`src/mcal_pkg.sv`:
```
// Shared types, codes and constants for the magnetometer calibration block.
// Depends on nothing; used by mag_calibrate_heading and its testbench.
package mcal_pkg;

  localparam int RAW_W        = 16;
  localparam int CAL_W        = 20;
  localparam int HEADING_W    = 15;
  localparam int GAIN_W       = 16;
  localparam int CENTRE_W     = 17;
  localparam int ANGLE_FRAC   = 16;
  localparam int ANGLE_W      = 27;
  localparam int ROT_W        = 32;

  localparam int DEF_CORDIC_STEPS      = 16;
  localparam int DEF_HEADING_FRAC_BITS = 6;
  localparam int DEF_GAIN_FRAC_BITS    = 14;

  typedef enum logic [1:0] {
    REQ_MEASURE = 2'd0,
    REQ_SAMPLE  = 2'd1,
    REQ_FINISH  = 2'd2,
    REQ_SPARE   = 2'd3
  } req_t;

  typedef enum logic [1:0] {
    STAT_MEASURED = 2'd0,
    STAT_TRACKED  = 2'd1,
    STAT_CAL_DONE = 2'd2,
    STAT_CAL_FAIL = 2'd3
  } status_t;

  typedef enum logic [3:0] {
    ST_IDLE,
    ST_PREP,
    ST_DIV_START,
    ST_DIV_WAIT,
    ST_MUL_START,
    ST_MUL_RUN,
    ST_MUL_END,
    ST_ROT_START,
    ST_ROT_RUN,
    ST_ROT_END,
    ST_DONE
  } state_t;

  function automatic logic [21:0] atan_step(input logic [4:0] idx);
    logic [21:0] a;
    case (idx)
      5'd0:  a = 22'd2949120;
      5'd1:  a = 22'd1740967;
      5'd2:  a = 22'd919879;
      5'd3:  a = 22'd466945;
      5'd4:  a = 22'd234379;
      5'd5:  a = 22'd117304;
      5'd6:  a = 22'd58666;
      5'd7:  a = 22'd29335;
      5'd8:  a = 22'd14668;
      5'd9:  a = 22'd7334;
      5'd10: a = 22'd3667;
      5'd11: a = 22'd1833;
      5'd12: a = 22'd917;
      5'd13: a = 22'd458;
      5'd14: a = 22'd229;
      5'd15: a = 22'd115;
      5'd16: a = 22'd57;
      5'd17: a = 22'd29;
      5'd18: a = 22'd14;
      5'd19: a = 22'd7;
      5'd20: a = 22'd4;
      5'd21: a = 22'd2;
      5'd22: a = 22'd1;
      default: a = 22'd0;
    endcase
    return a;
  endfunction

endpackage

```
`src/mcal_div.sv`:
```
// Restoring unsigned divider, one quotient bit per cycle.
// Depends on nothing outside this file.
module mcal_div #(
  parameter int NUM_W = 32,
  parameter int DEN_W = 18
) (
  input  logic             clk,
  input  logic             rst,
  input  logic             start,
  input  logic [NUM_W-1:0] num,
  input  logic [DEN_W-1:0] den,
  output logic             done,
  output logic [NUM_W-1:0] quo
);

  localparam int CNT_W = $clog2(NUM_W + 1);

  logic [DEN_W-1:0] rem;
  logic [NUM_W-1:0] q;
  logic [CNT_W-1:0] cnt;
  logic             busy;
  logic [DEN_W:0]   trial;
  logic [DEN_W:0]   diff;
  logic             ge;

  assign trial = {rem, q[NUM_W-1]};
  assign diff  = trial - {1'b0, den};
  assign ge    = trial >= {1'b0, den};
  assign quo   = q;

  always_ff @(posedge clk) begin
    if (rst) begin
      busy <= 1'b0;
      done <= 1'b0;
      cnt  <= '0;
    end else begin
      done <= 1'b0;
      if (start) begin
        busy <= 1'b1;
        cnt  <= CNT_W'(NUM_W);
      end else if (busy) begin
        cnt <= cnt - 1'b1;
        if (cnt == CNT_W'(1)) begin
          busy <= 1'b0;
          done <= 1'b1;
        end
      end
    end
  end

  always_ff @(posedge clk) begin
    if (start) begin
      rem <= '0;
      q   <= num;
    end else if (busy) begin
      rem <= ge ? diff[DEN_W-1:0] : trial[DEN_W-1:0];
      q   <= {q[NUM_W-2:0], ge};
    end
  end

endmodule

```
`src/mag_calibrate_heading.sv`:
```
// One transfer at a time, set by the serial multiplier and divider; a successful
// finish request also runs the three gain divisions (one quotient bit per cycle).
// A finished result waits in the output register while the next item is taken.
// Reset (rst, synchronous): trackers cleared, centre 0, unit gain, not calibrated.
// Top level; depends on mcal_pkg and mcal_div.
module mag_calibrate_heading #(
  parameter int CORDIC_STEPS      = mcal_pkg::DEF_CORDIC_STEPS,
  parameter int HEADING_FRAC_BITS = mcal_pkg::DEF_HEADING_FRAC_BITS,
  parameter int GAIN_FRAC_BITS    = mcal_pkg::DEF_GAIN_FRAC_BITS
) (
  input  logic                                clk,
  input  logic                                rst,
  input  logic                                in_valid,
  output logic                                in_stall,
  input  logic [1:0]                          req_type,
  input  logic signed [mcal_pkg::RAW_W-1:0]   raw_x,
  input  logic signed [mcal_pkg::RAW_W-1:0]   raw_y,
  input  logic signed [mcal_pkg::RAW_W-1:0]   raw_z,
  output logic                                out_valid,
  input  logic                                out_stall,
  output logic [mcal_pkg::HEADING_W-1:0]      heading,
  output logic signed [mcal_pkg::CAL_W-1:0]   cal_x,
  output logic signed [mcal_pkg::CAL_W-1:0]   cal_y,
  output logic signed [mcal_pkg::CAL_W-1:0]   cal_z,
  output logic [1:0]                          status,
  output logic                                calibrated
);
  import mcal_pkg::*;

  localparam int GF      = GAIN_FRAC_BITS;
  localparam int SUM_W   = RAW_W + 2;
  localparam int DEN_W   = RAW_W + 2;
  localparam int NUM_W   = SUM_W + GF;
  localparam int D_W     = RAW_W + 2;
  localparam int P_W     = D_W + GAIN_W + 1;
  localparam int MC_W    = $clog2(GAIN_W + 1);
  localparam int STEP_W  = $clog2(CORDIC_STEPS + 1);
  localparam int SH      = ANGLE_FRAC - HEADING_FRAC_BITS;
  localparam int UNIT_G  = (GF >= GAIN_W) ? 65535 : (1 << GF);
  localparam logic signed [ANGLE_W-1:0] DEG180 = ANGLE_W'(180 << ANGLE_FRAC);
  localparam logic signed [ANGLE_W-1:0] DEG360 = ANGLE_W'(360 << ANGLE_FRAC);
  localparam logic [ANGLE_W-1:0] HFULL = ANGLE_W'(360 << HEADING_FRAC_BITS);
  localparam logic signed [P_W-1:0] CAL_HI = P_W'(524287);
  localparam logic signed [P_W-1:0] CAL_LO = -P_W'(524288);

  state_t state, state_next;

  req_t                       req;
  logic signed [RAW_W-1:0]    rx, ry, rz;
  logic signed [RAW_W-1:0]    low_x, low_y, low_z, high_x, high_y, high_z;
  logic signed [CENTRE_W-1:0] centre_x, centre_y, centre_z;
  logic [GAIN_W-1:0]          gain_x, gain_y, gain_z;
  logic                       cal_valid, any_sample;
  logic [RAW_W-1:0]           rng_x, rng_y, rng_z;
  logic [SUM_W-1:0]           rng_sum;
  logic [1:0]                 axis;
  status_t                    stat;

  logic signed [CAL_W-1:0]    cx, cy, cz;
  logic signed [D_W-1:0]      mul_d;
  logic [GAIN_W-1:0]          mul_g;
  logic signed [P_W-1:0]      acc;
  logic [MC_W-1:0]            mul_cnt;

  logic signed [ROT_W-1:0]    rot_x, rot_y;
  logic signed [ANGLE_W-1:0]  rot_z;
  logic [STEP_W-1:0]          step;
  logic                       zero_vec;

  logic signed [RAW_W:0]      dx, dy, dz;
  logic                       fin_fail;
  logic [RAW_W-1:0]           div_r;
  logic [DEN_W-1:0]           div_den;
  logic [NUM_W-1:0]           div_num;
  logic [NUM_W-1:0]           div_quo;
  logic                       div_done;
  logic [GAIN_W-1:0]          gain_new;
  logic signed [RAW_W-1:0]    sel_raw;
  logic signed [CENTRE_W-1:0] sel_centre;
  logic [GAIN_W-1:0]          sel_gain;
  logic signed [P_W-1:0]      p_round;
  logic signed [P_W-1:0]      p_shift;
  logic signed [CAL_W-1:0]    p_sat;
  logic signed [ROT_W-1:0]    xs, ys;
  logic signed [ANGLE_W-1:0]  z_wrap;
  logic [ANGLE_W-1:0]         h_raw;
  logic [ANGLE_W-1:0]         h_fix;
  logic                       out_load;

  assign dx = {high_x[RAW_W-1], high_x} - {low_x[RAW_W-1], low_x};
  assign dy = {high_y[RAW_W-1], high_y} - {low_y[RAW_W-1], low_y};
  assign dz = {high_z[RAW_W-1], high_z} - {low_z[RAW_W-1], low_z};
  assign fin_fail = !any_sample || dx <= 0 || dy <= 0 || dz <= 0;

  always_comb begin
    case (axis)
      2'd0:    div_r = rng_x;
      2'd1:    div_r = rng_y;
      default: div_r = rng_z;
    endcase
  end
  assign div_den = {2'b00, div_r} + {1'b0, div_r, 1'b0};
  assign div_num = {rng_sum, {GF{1'b0}}} + NUM_W'(div_den >> 1);
  assign gain_new = (div_quo > NUM_W'(65535)) ? GAIN_W'(65535) : div_quo[GAIN_W-1:0];

  always_comb begin
    case (axis)
      2'd0: begin
        sel_raw = rx; sel_centre = centre_x; sel_gain = gain_x;
      end
      2'd1: begin
        sel_raw = ry; sel_centre = centre_y; sel_gain = gain_y;
      end
      default: begin
        sel_raw = rz; sel_centre = centre_z; sel_gain = gain_z;
      end
    endcase
  end

  assign p_round = acc + (P_W'(1) <<< (GF - 2));
  assign p_shift = p_round >>> (GF - 1);
  assign p_sat = (p_shift > CAL_HI) ? CAL_W'(524287) :
                 (p_shift < CAL_LO) ? -CAL_W'(524288) : p_shift[CAL_W-1:0];

  assign xs = rot_x >>> step;
  assign ys = rot_y >>> step;

  assign z_wrap = rot_z[ANGLE_W-1] ? rot_z + DEG360 : rot_z;
  assign h_raw = (ANGLE_W'(z_wrap) + (ANGLE_W'(1) << (SH - 1))) >> SH;
  assign h_fix = (h_raw >= HFULL) ? h_raw - HFULL : h_raw;

  assign in_stall = state != ST_IDLE;
  assign out_load = state == ST_DONE && (!out_valid || !out_stall);

  always_ff @(posedge clk) begin
    if (rst) begin
      state <= ST_IDLE;
    end else begin
      state <= state_next;
    end
  end

  always_comb begin
    state_next = state;
    case (state)
      ST_IDLE: begin
        if (in_valid) state_next = ST_PREP;
      end
      ST_PREP: begin
        if (req == REQ_FINISH && !fin_fail) state_next = ST_DIV_START;
        else state_next = ST_MUL_START;
      end
      ST_DIV_START: state_next = ST_DIV_WAIT;
      ST_DIV_WAIT: begin
        if (div_done) state_next = (axis == 2'd2) ? ST_MUL_START : ST_DIV_START;
      end
      ST_MUL_START: state_next = ST_MUL_RUN;
      ST_MUL_RUN: begin
        if (mul_cnt == MC_W'(1)) state_next = ST_MUL_END;
      end
      ST_MUL_END: state_next = (axis == 2'd2) ? ST_ROT_START : ST_MUL_START;
      ST_ROT_START: state_next = ST_ROT_RUN;
      ST_ROT_RUN: begin
        if (step == STEP_W'(CORDIC_STEPS - 1)) state_next = ST_ROT_END;
      end
      ST_ROT_END: state_next = ST_DONE;
      ST_DONE: begin
        if (out_load) state_next = ST_IDLE;
      end
      default: state_next = ST_IDLE;
    endcase
  end

  always_ff @(posedge clk) begin
    if (rst) begin
      low_x <= RAW_W'(32767); low_y <= RAW_W'(32767); low_z <= RAW_W'(32767);
      high_x <= -RAW_W'(32768); high_y <= -RAW_W'(32768); high_z <= -RAW_W'(32768);
      centre_x <= '0; centre_y <= '0; centre_z <= '0;
      gain_x <= GAIN_W'(UNIT_G); gain_y <= GAIN_W'(UNIT_G); gain_z <= GAIN_W'(UNIT_G);
      cal_valid <= 1'b0;
      any_sample <= 1'b0;
    end else if (state == ST_PREP) begin
      if (req == REQ_SAMPLE) begin
        if (rx < low_x) low_x <= rx;
        if (rx > high_x) high_x <= rx;
        if (ry < low_y) low_y <= ry;
        if (ry > high_y) high_y <= ry;
        if (rz < low_z) low_z <= rz;
        if (rz > high_z) high_z <= rz;
        any_sample <= 1'b1;
      end else if (req == REQ_FINISH) begin
        if (!fin_fail) begin
          centre_x <= {low_x[RAW_W-1], low_x} + {high_x[RAW_W-1], high_x};
          centre_y <= {low_y[RAW_W-1], low_y} + {high_y[RAW_W-1], high_y};
          centre_z <= {low_z[RAW_W-1], low_z} + {high_z[RAW_W-1], high_z};
          cal_valid <= 1'b1;
        end
        low_x <= RAW_W'(32767); low_y <= RAW_W'(32767); low_z <= RAW_W'(32767);
        high_x <= -RAW_W'(32768); high_y <= -RAW_W'(32768); high_z <= -RAW_W'(32768);
        any_sample <= 1'b0;
      end
    end else if (state == ST_DIV_WAIT && div_done) begin
      case (axis)
        2'd0:    gain_x <= gain_new;
        2'd1:    gain_y <= gain_new;
        default: gain_z <= gain_new;
      endcase
    end
  end

  always_ff @(posedge clk) begin
    case (state)
      ST_IDLE: begin
        if (in_valid) begin
          req <= req_t'(req_type);
          rx <= raw_x; ry <= raw_y; rz <= raw_z;
        end
        axis <= 2'd0;
      end
      ST_PREP: begin
        rng_x <= dx[RAW_W-1:0];
        rng_y <= dy[RAW_W-1:0];
        rng_z <= dz[RAW_W-1:0];
        rng_sum <= SUM_W'(dx[RAW_W-1:0]) + SUM_W'(dy[RAW_W-1:0]) + SUM_W'(dz[RAW_W-1:0]);
        case (req)
          REQ_SAMPLE: stat <= STAT_TRACKED;
          REQ_FINISH: stat <= fin_fail ? STAT_CAL_FAIL : STAT_CAL_DONE;
          default:    stat <= STAT_MEASURED;
        endcase
      end
      ST_DIV_WAIT: begin
        if (div_done) axis <= (axis == 2'd2) ? 2'd0 : axis + 2'd1;
      end
      ST_MUL_START: begin
        mul_d <= {sel_raw[RAW_W-1], sel_raw, 1'b0} - {sel_centre[CENTRE_W-1], sel_centre};
        mul_g <= sel_gain;
        acc <= '0;
        mul_cnt <= MC_W'(GAIN_W);
      end
      ST_MUL_RUN: begin
        acc <= (acc <<< 1) + (mul_g[GAIN_W-1] ? P_W'(mul_d) : P_W'(0));
        mul_g <= {mul_g[GAIN_W-2:0], 1'b0};
        mul_cnt <= mul_cnt - 1'b1;
      end
      ST_MUL_END: begin
        case (axis)
          2'd0:    cx <= p_sat;
          2'd1:    cy <= p_sat;
          default: cz <= p_sat;
        endcase
        axis <= (axis == 2'd2) ? 2'd0 : axis + 2'd1;
      end
      ST_ROT_START: begin
        zero_vec <= cx == '0 && cy == '0;
        step <= '0;
        if (cx[CAL_W-1]) begin
          rot_x <= -(ROT_W'(cx) <<< 8);
          rot_y <= -(ROT_W'(cy) <<< 8);
          rot_z <= DEG180;
        end else begin
          rot_x <= ROT_W'(cx) <<< 8;
          rot_y <= ROT_W'(cy) <<< 8;
          rot_z <= '0;
        end
      end
      ST_ROT_RUN: begin
        step <= step + 1'b1;
        if (!rot_y[ROT_W-1]) begin
          rot_x <= rot_x + ys;
          rot_y <= rot_y - xs;
          rot_z <= rot_z + ANGLE_W'(atan_step(5'(step)));
        end else begin
          rot_x <= rot_x - ys;
          rot_y <= rot_y + xs;
          rot_z <= rot_z - ANGLE_W'(atan_step(5'(step)));
        end
      end
      ST_ROT_END: begin
        rot_z <= zero_vec ? '0 : signed'(h_fix);
      end
      default: begin
      end
    endcase
  end

  mcal_div #(
    .NUM_W(NUM_W),
    .DEN_W(DEN_W)
  ) u_div (
    .clk  (clk),
    .rst  (rst),
    .start(state == ST_DIV_START),
    .num  (div_num),
    .den  (div_den),
    .done (div_done),
    .quo  (div_quo)
  );

  always_ff @(posedge clk) begin
    if (rst) begin
      out_valid <= 1'b0;
    end else if (out_load) begin
      out_valid <= 1'b1;
    end else if (!out_stall) begin
      out_valid <= 1'b0;
    end
  end

  always_ff @(posedge clk) begin
    if (out_load) begin
      heading    <= rot_z[HEADING_W-1:0];
      cal_x      <= cx;
      cal_y      <= cy;
      cal_z      <= cz;
      status     <= stat;
      calibrated <= cal_valid;
    end
  end

`ifndef NO_ASSERTIONS
  a_cal_sticky: assert property (@(posedge clk) disable iff (rst) !$fell(cal_valid))
    else $error("calibration flag dropped");
  a_gain_nonzero: assert property (@(posedge clk) disable iff (rst)
    gain_x != '0 && gain_y != '0 && gain_z != '0)
    else $error("gain reached zero");
  a_done_flag: assert property (@(posedge clk) disable iff (rst)
    out_load && stat == STAT_CAL_DONE |=> calibrated)
    else $error("calibration done without calibrated flag");
  a_load_free: assert property (@(posedge clk) disable iff (rst)
    out_valid && out_stall |=> !$past(out_load))
    else $error("output overwritten while stalled");
`endif

endmodule

```
`config.mk`:
```
export PLATFORM = sky130hd
export DESIGN_NAME = mag_calibrate_heading
export DESIGN_NICKNAME = d
export VERILOG_FILES = /design/src/mcal_pkg.sv /design/src/mcal_div.sv /design/src/mag_calibrate_heading.sv
export SDC_FILE = /design/constraint.sdc
export NUM_CORES = 2
export LEC_CHECK = 0
export ABC_CLOCK_PERIOD_IN_PS = 17450
export BUFFER_PORTS_ARGS = -buffer_cell sky130_fd_sc_hd__buf_2
export CAP_MARGIN = 10
export CORE_MARGIN = 2
export CORE_UTILIZATION = 61
export CTS_BUF_LIST = sky130_fd_sc_hd__clkbuf_2 sky130_fd_sc_hd__clkbuf_4 sky130_fd_sc_hd__clkbuf_8
export DETAILED_ROUTE_END_ITERATION = 8
export PLACE_DENSITY_LB_ADDON = 0.15
export SYNTH_ARGS = -nofsm -noshare
export SYNTH_HDL_FRONTEND = slang
export SYNTH_HIERARCHICAL = 1
export SYNTH_SLANG_ARGS = --single-unit
```
`constraint.sdc`:
```
create_clock -name clk -period 17.45 [get_ports clk]
set_input_delay 5.235 -clock clk [delete_from_list [all_inputs] [get_ports clk]]
set_output_delay 5.235 -clock clk [all_outputs]
set_load 0.005 [all_outputs]
```
### Yosys cells after proc, flatten, opt, wreduce, memory -nomap -nowiden

Memory sizes are Yosys's and may differ from the RTL's. A register that Yosys moved wholly into a read port is not among the register bits.
Cells that the tools add are included.

| word-level totals | value |
|---|---|
| register bits after elaboration | 689 |
| bits in latches | 0 |
| memory bits (writable) | 0 |
| memory bits (read-only) | 1408 |
| input bits | 54 |
| output and inout port bits | 80 |
| logic and storage cells | 245 |
| memories kept | 2 |

Memory list:

| memory | words | bits a word | rd ports | clocked after memory_dff | wr ports | line | text |
|---|---|---|---|---|---|---|---|
| (no name shown) | 32 | 22 | 1 | 1 | 0 | mcal_pkg.sv:48 | `case (idx)` |
| (no name shown) | 32 | 22 | 1 | 1 | 0 | mcal_pkg.sv:48 |  |

| cells by class | value |
|---|---|
| add/subtract/negate cells | 29 |
| multipliers | 0 |
| div/mod/pow operators | 0 |
| magnitude comparators | 14 |
| equality and inequality tests | 29 |
| shift-type cells | 2 |
| mux-type cells | 71 |
| bitwise logic cells | 5 |
| reductions and logical operators | 43 |

Operators by type and width:

| operator | count |
|---|---|
| 2-to-1 mux 16 bit | 15 |
| 2-to-1 mux 32 bit | 6 |
| one-hot mux 16 bit (2 select lines) | 4 |
| one-hot mux 32 bit (2 select lines) | 2 |
| 2-to-1 mux 27 bit | 4 |
| 2-to-1 mux 22 bit | 4 |
| one-hot mux 27 bit (3 select lines) | 1 |
| one-hot mux 35 bit (2 select lines) | 1 |
| adder 16 x 16 -> 17 bit | 4 |
| adder 32 bit | 2 |
| negation 28 -> 32 bit | 2 |
| >>> shifter 32 x 5 -> 32 bit | 2 |
| subtractor 32 bit | 2 |
| <= comparator 17 x 1 -> 1 bit, second input constant | 3 |
| subtractor 16 x 16 -> 17 bit | 3 |
| greater-than comparator 16 bit | 3 |
| < comparator 16 bit | 3 |
| one-hot mux 4 bit (11 select lines) | 1 |
| logical NOT 20 bit | 2 |
| 2-to-1 mux 20 bit | 2 |
| adder 35 x 14 -> 35 bit, second input constant | 1 |
| adder 35 bit | 1 |
| 2-to-1 mux 35 bit | 1 |
| one-hot mux 17 bit (2 select lines) | 1 |
| 56 further kinds | 123 |

### Depth between registers and ports, before layout

| logic depth | value |
|---|---|
| depth in word-level cells | 9 |
| depth in mapped cells | 30 |
| depth with buffers taken out | 26 |

### Hierarchy

Netlist, hierarchy kept.

Modules (own cells, without submodules):

| module | instances | cells an instance | area an instance (µm²) | sequential area each (µm²) |
|---|---|---|---|---|
| mag_calibrate_heading | 1 | 4976 | 47115.2 | 17366.7 |
| mcal_div | 1 | 372 | 3607.2 | 1481.4 |

### Least setup slack after synthesis

Ideal clock, no wire load.

| timing path | value |
|---|---|
| kind | input-to-reg |
| start | in out_stall |
| end | reg cal_x[0] (netlist name), enable pin |
| setup time | 0.540 ns |
| arrival | 9.033 ns |
| data required time | 16.910 ns |
| path slack | 7.876 ns |
| cell stages on the path | 1 |
| path buffers | 0 |
| path through | a21oi_1 |

| between the ends | value |
|---|---|
| longest elaborated chain between the ends | 3 |

Ends and longest elaborated chain:

| element | line | text |
|---|---|---|
| from (decl) | mag_calibrate_heading.sv:20 | `input logic out_stall,` |
| logical NOT 1 bit | - |  |
| logical OR 1 bit | mag_calibrate_heading.sv:133 | `assign out_load = state == ST_DONE && (!out_valid \|\| !out_stall);` |
| logical AND 1 bit | mag_calibrate_heading.sv:133 |  |
| to (signal assigned) | mag_calibrate_heading.sv:312 | `cal_x <= cx;` |
| to (decl) | mag_calibrate_heading.sv:22 | `output logic signed [mcal_pkg::CAL_W-1:0] cal_x,` |

Every way passes these cells.
A chain may end at the register's enable or synchronous reset.

### Worst setup path in the final report

| timing path | value |
|---|---|
| start | reg step[0] |
| end | reg rot_x[30], data pin |

| between the ends | value |
|---|---|
| longest elaborated chain between the ends | 4 |
| elaborated cells on any way between the ends | 5 |
| those cells by class | add/sub (2); shift (1); mux (2) |

Ends and longest elaborated chain:

| element | line | text |
|---|---|---|
| from (decl) | mag_calibrate_heading.sv:67 | `logic [STEP_W-1:0] step;` |
| from (signal assigned) | mag_calibrate_heading.sv:267 | `step <= step + 1'b1;` |
| >>> shifter 32 x 5 -> 32 bit (*) | mag_calibrate_heading.sv:126 | `assign ys = rot_y >>> step;` |
| adder 32 bit or subtractor 32 bit (tied branches) | mag_calibrate_heading.sv:269, mag_calibrate_heading.sv:273 |  |
| 2-to-1 mux 32 bit (*) | mag_calibrate_heading.sv:268 | `if (!rot_y[ROT_W-1]) begin` |
| one-hot mux 32 bit (2 select lines) (*) | mag_calibrate_heading.sv:212 | `case (state)` |
| to (signal assigned) | mag_calibrate_heading.sv:261 | `rot_x <= ROT_W'(cx) <<< 8;` |
| to (signal assigned) | mag_calibrate_heading.sv:269 | `rot_x <= rot_x + ys;` |
| to (signal assigned) | mag_calibrate_heading.sv:273 | `rot_x <= rot_x - ys;` |
| to (decl) | mag_calibrate_heading.sv:65 | `logic signed [ROT_W-1:0] rot_x, rot_y;` |

Mark *: on every way between the ends. The rest lies on a longest branch, timed or not.

==> results.md <==
- Outcome: finished, final reports clean
- Hold buffers post-CTS: 0
- Area leader, netlist: edfxtp_1
- Number of clock sinks: 711
- Hold Startpoint: cz[17]$_DFFE_PP_
- Pin count of the biggest net entering global routing: 87
- Die Span Y: 292 µm
- Rows: 105
- Post-Synthesis Cell Area: 0.0507 mm²
- GR Util All Layers: 0.321
- Synth Area in XOR/XNOR: 0.0673
- Layout net count: 5901
- WL per Instance: 21.2 µm
- CTS tree: done
- Initial antenna violation count: 3
- Post-CTS Setup Inserts: 0
- WL final: 139000 µm
- Hold Path Sink: cal_z[17]$_DFFE_PP_
- Tcrit/Tclk final: 0.432
- First-pass GRT wire length: 218000 µm
- Critical Path, Cell by Cell: buf_4, mux4_2, mux2i_1, o22ai_1, a221oi_2, nand4_1, nor2_1, a21oi_1, xnor2_1, ha_1, a21o_1, a2111oi_0, o31a_1, o21ai_0, a221oi_1, a21oi_1, a211oi_1, o41ai_1, xnor2_1, nor2_1
- Seq/Total Area, Yosys: 0.372
- Setup TNS: 0 ns
- Measured slew at the worst slew-check pin: 1.20 ns
- Routed wl met2: 64500 µm
- Reg2Reg Capture Point: rot_x[30]$_DFFE_PN_
- Reg clk slew, reported paths: 0.07 ns
- GP Congestion: 0.988
- Yosys Warn Count: 6
- Max-cap viol count: 0
- List of most frequent post-synthesis cells: nor2_1, edfxtp_1, ha_1
- Worst reg-to-reg path cell count: 20
- Buf/Inv on CP: 1
- Flop2flop setup slack: 9.90 ns
- 1st-iter DRT viols: 4199
- Post-route ant nets: 0
- Vias in the first global route: 39179
- Routed wl met3: 9480 µm
- Layout Skew: 0.0431 ns
- Layout cell share with drive strength beyond 1: 0.109
- Drt drc: 0
- Inserted Clock Buffers: 117
- Simple-gate share of the synthesized area: 0.156
- Largest family of logic cells by synthesized area: compound AO/OA/AOI/OAI gates
- Max Used Layer: met5
- Via-to-Cell Ratio: 6.27
- Fin Hold WS: 0.393 ns
- Adder-cell share of the synthesized area: 0.114
- GRT overflow: 0
- Final Critical Period: 7.55 ns
- H-tree depth: 3
- Final hold violation count: 0
- Largest cells by area after synthesis: edfxtp_1, ha_1, dfxtp_1
- Power density over the cells: 198 mW/mm²
- Critical Path Fanout Max: 68
- HPWL after DPL: 103000 µm
- Worst Setup Start Kind: flop
- Buffers on Ports: 133
- Post-synth EDFFs: 461
- DR pass1 iterations: 6
- Clk buf depth: 3
- Area Overhead vs Synth: 7.93%
- Placed Instance Area: 0.0521 mm²
- Core ar.: 0.0822 mm²
- Critical path required time: 17.98 ns
- Hold Path Depth: 0
- Worst hold path class: reg2reg
- Distinct cells, synth: 105
- Flops & latches, synth: 711
- CTS resizes: 0
- Post-route cell area: 0.0547 mm²
- Root Driver: clkbuf_8
- Post-Syn Nets: 5844
- M1 wire length: 57700 µm
- Final Core Density: 0.666
- Crit end category: flop
- Final setup fails: 0
- Worst path slowest cell: buf_4
- RSZ-0062 raised after global routing: false
- Die area: 0.0855 mm²
- Critical path class: reg2reg
- Synth Area in Compound Gates: 0.177
- Critical R2R Launch: step[0]$_DFFE_PN_
- Die width: 292 µm
- Ports: 134
- Maximum vdd ir drop: 0.000243 V
- Vias post-DR: 41226
- Async S/R FF share, synth: 0
- Most frequent cell after synthesis: nor2_1
- Pins over their slew limit: 0
- Delay-heaviest family, CP: compound AO/OA/AOI/OAI gates
- Initial Utilization: 0.617
- Syn Area/Cell: 9.48 µm²
- Synth top area share: 0.273
- F_max: 133 MHz
- Top_reg_cell synth: edfxtp_1
- Post-Syn Instances: 5348
- Worst Path Arrival: 8.08 ns
- Worst skew pair latency: 0.81 ns
- LEAKAGE: 22.3 nW
- Worst rel slew slack: 0.197
- Mux contribution to synthesized area: 0.0722
- CP peak stage delay: 0.91 ns
worst register-to-register path, cell delays in order (launching register included):
cell	delay, ns
edfxtp_1	0.68
buf_4	0.91
mux4_2	0.75
mux2i_1	0.24
o22ai_1	0.13
a221oi_2	0.30
nand4_1	0.25
nor2_1	0.23
a21oi_1	0.11
xnor2_1	0.15
ha_1	0.36
a21o_1	0.21
a2111oi_0	0.85
o31a_1	0.24
o21ai_0	0.21
a221oi_1	0.49
a21oi_1	0.18
a211oi_1	0.59
o41ai_1	0.18
xnor2_1	0.15
nor2_1	0.05
worst max-delay path by stage:
stage	start	end	slack, ns	cells after the start
2_1_floorplan	out_stall	cal_x[0]$_DFFE_PP_	7.88	1
3_3_place_gp	rst	low_z[15]$_SDFFE_PP0P_	9.89	6
3_5_place_dp	rst	centre_z[8]$_SDFFE_PP0P_	9.83	5
4_1_cts	step[0]$_DFFE_PN_	rot_x[30]$_DFFE_PN_	9.95	20
5_1_grt	step[0]$_DFFE_PN_	rot_y[30]$_DFFE_PN_	9.29	21
6_report	step[0]$_DFFE_PN_	rot_x[30]$_DFFE_PN_	9.90	20
power by group:
group          total (W)  internal, W  switching (W)
Sequential       0.00257      0.00222       0.000356
Combinational    0.00663      0.00267        0.00396
Clock            0.00164     0.000916       0.000720
Total             0.0108      0.00580        0.00503
placed cells by master (no fill, tap or decap), drive strengths merged, types with 98 or more instances in the layout:
cell type,count
edfxtp,461
xor2,143
ha,411
xnor2,247
nand2,400
clkbuf,167
dfxtp,250
o21ai,227
nor2,566
nor3,120
a21oi,358
a21o,121
nand3,98
mux2i,100
inv,299
buf,179
kinds of logic after synthesis:
| logic type | count (synthesis) |
|---|---|
| compound gates | 1362 |
| xor+xnor | 390 |
| fa+ha+maj | 442 |
| buf+inv | 536 |
| flops | 711 |
| mux | 259 |
| simple gates | 1648 |
registers in the layout, indices dropped and copies added, names as in the netlist, 17 cells and up, named ones only:
signal     flops
rot_x         32
centre_x      17
cal_z         20
centre_y      17
acc           35
rot_y         32
centre_z      17
cal_x         20
rng_sum       18
u_div/rem     18
rot_z         27
u_div/quo     32
cz            20
cal_y         20
mul_d         18
cx            20
cy            20
per-stage QoR:
| stage | total power, W | setup slack [ns] | std cells |
|---|---|---|---|
| 4_1_cts | 0.0108 | 9.95 | 6575 |
| 3_5_place_dp | 0.00907 | 9.83 | 6355 |
| 2_1_floorplan | 0.00757 | 7.88 | 5348 |
| 3_3_place_gp | 0.00896 | 9.89 | 6354 |
| 5_1_grt | 0.0116 | 9.29 | 6577 |
| 6_report | 0.0108 | 9.90 | 6580 |
layer usage:
metal / global-route usage / vias up
li1: - / 19722
met1: 0.416 / 19609
met2: 0.524 / 1545
met3: 0.0477 / 348
met4: 0.169 / 2
met5: 0 / -
layout make-up:
| class | instances | area [µm²] |
|---|---|---|
| Antenna cell | 4 | 10.0 |
| Clock buffer | 167 | 2050 |
| Clock inverter | 53 | 568 |
| Fill cell | 6636 | 27500 |
| Inverter | 295 | 1110 |
| Multi-Input combinational cell | 4101 | 29800 |
| Sequential cell | 711 | 18800 |
| Tap cell | 1070 | 1340 |
| Timing Repair Buffer | 179 | 1020 |
No activity file was read; power rests on OpenSTA's default activity.
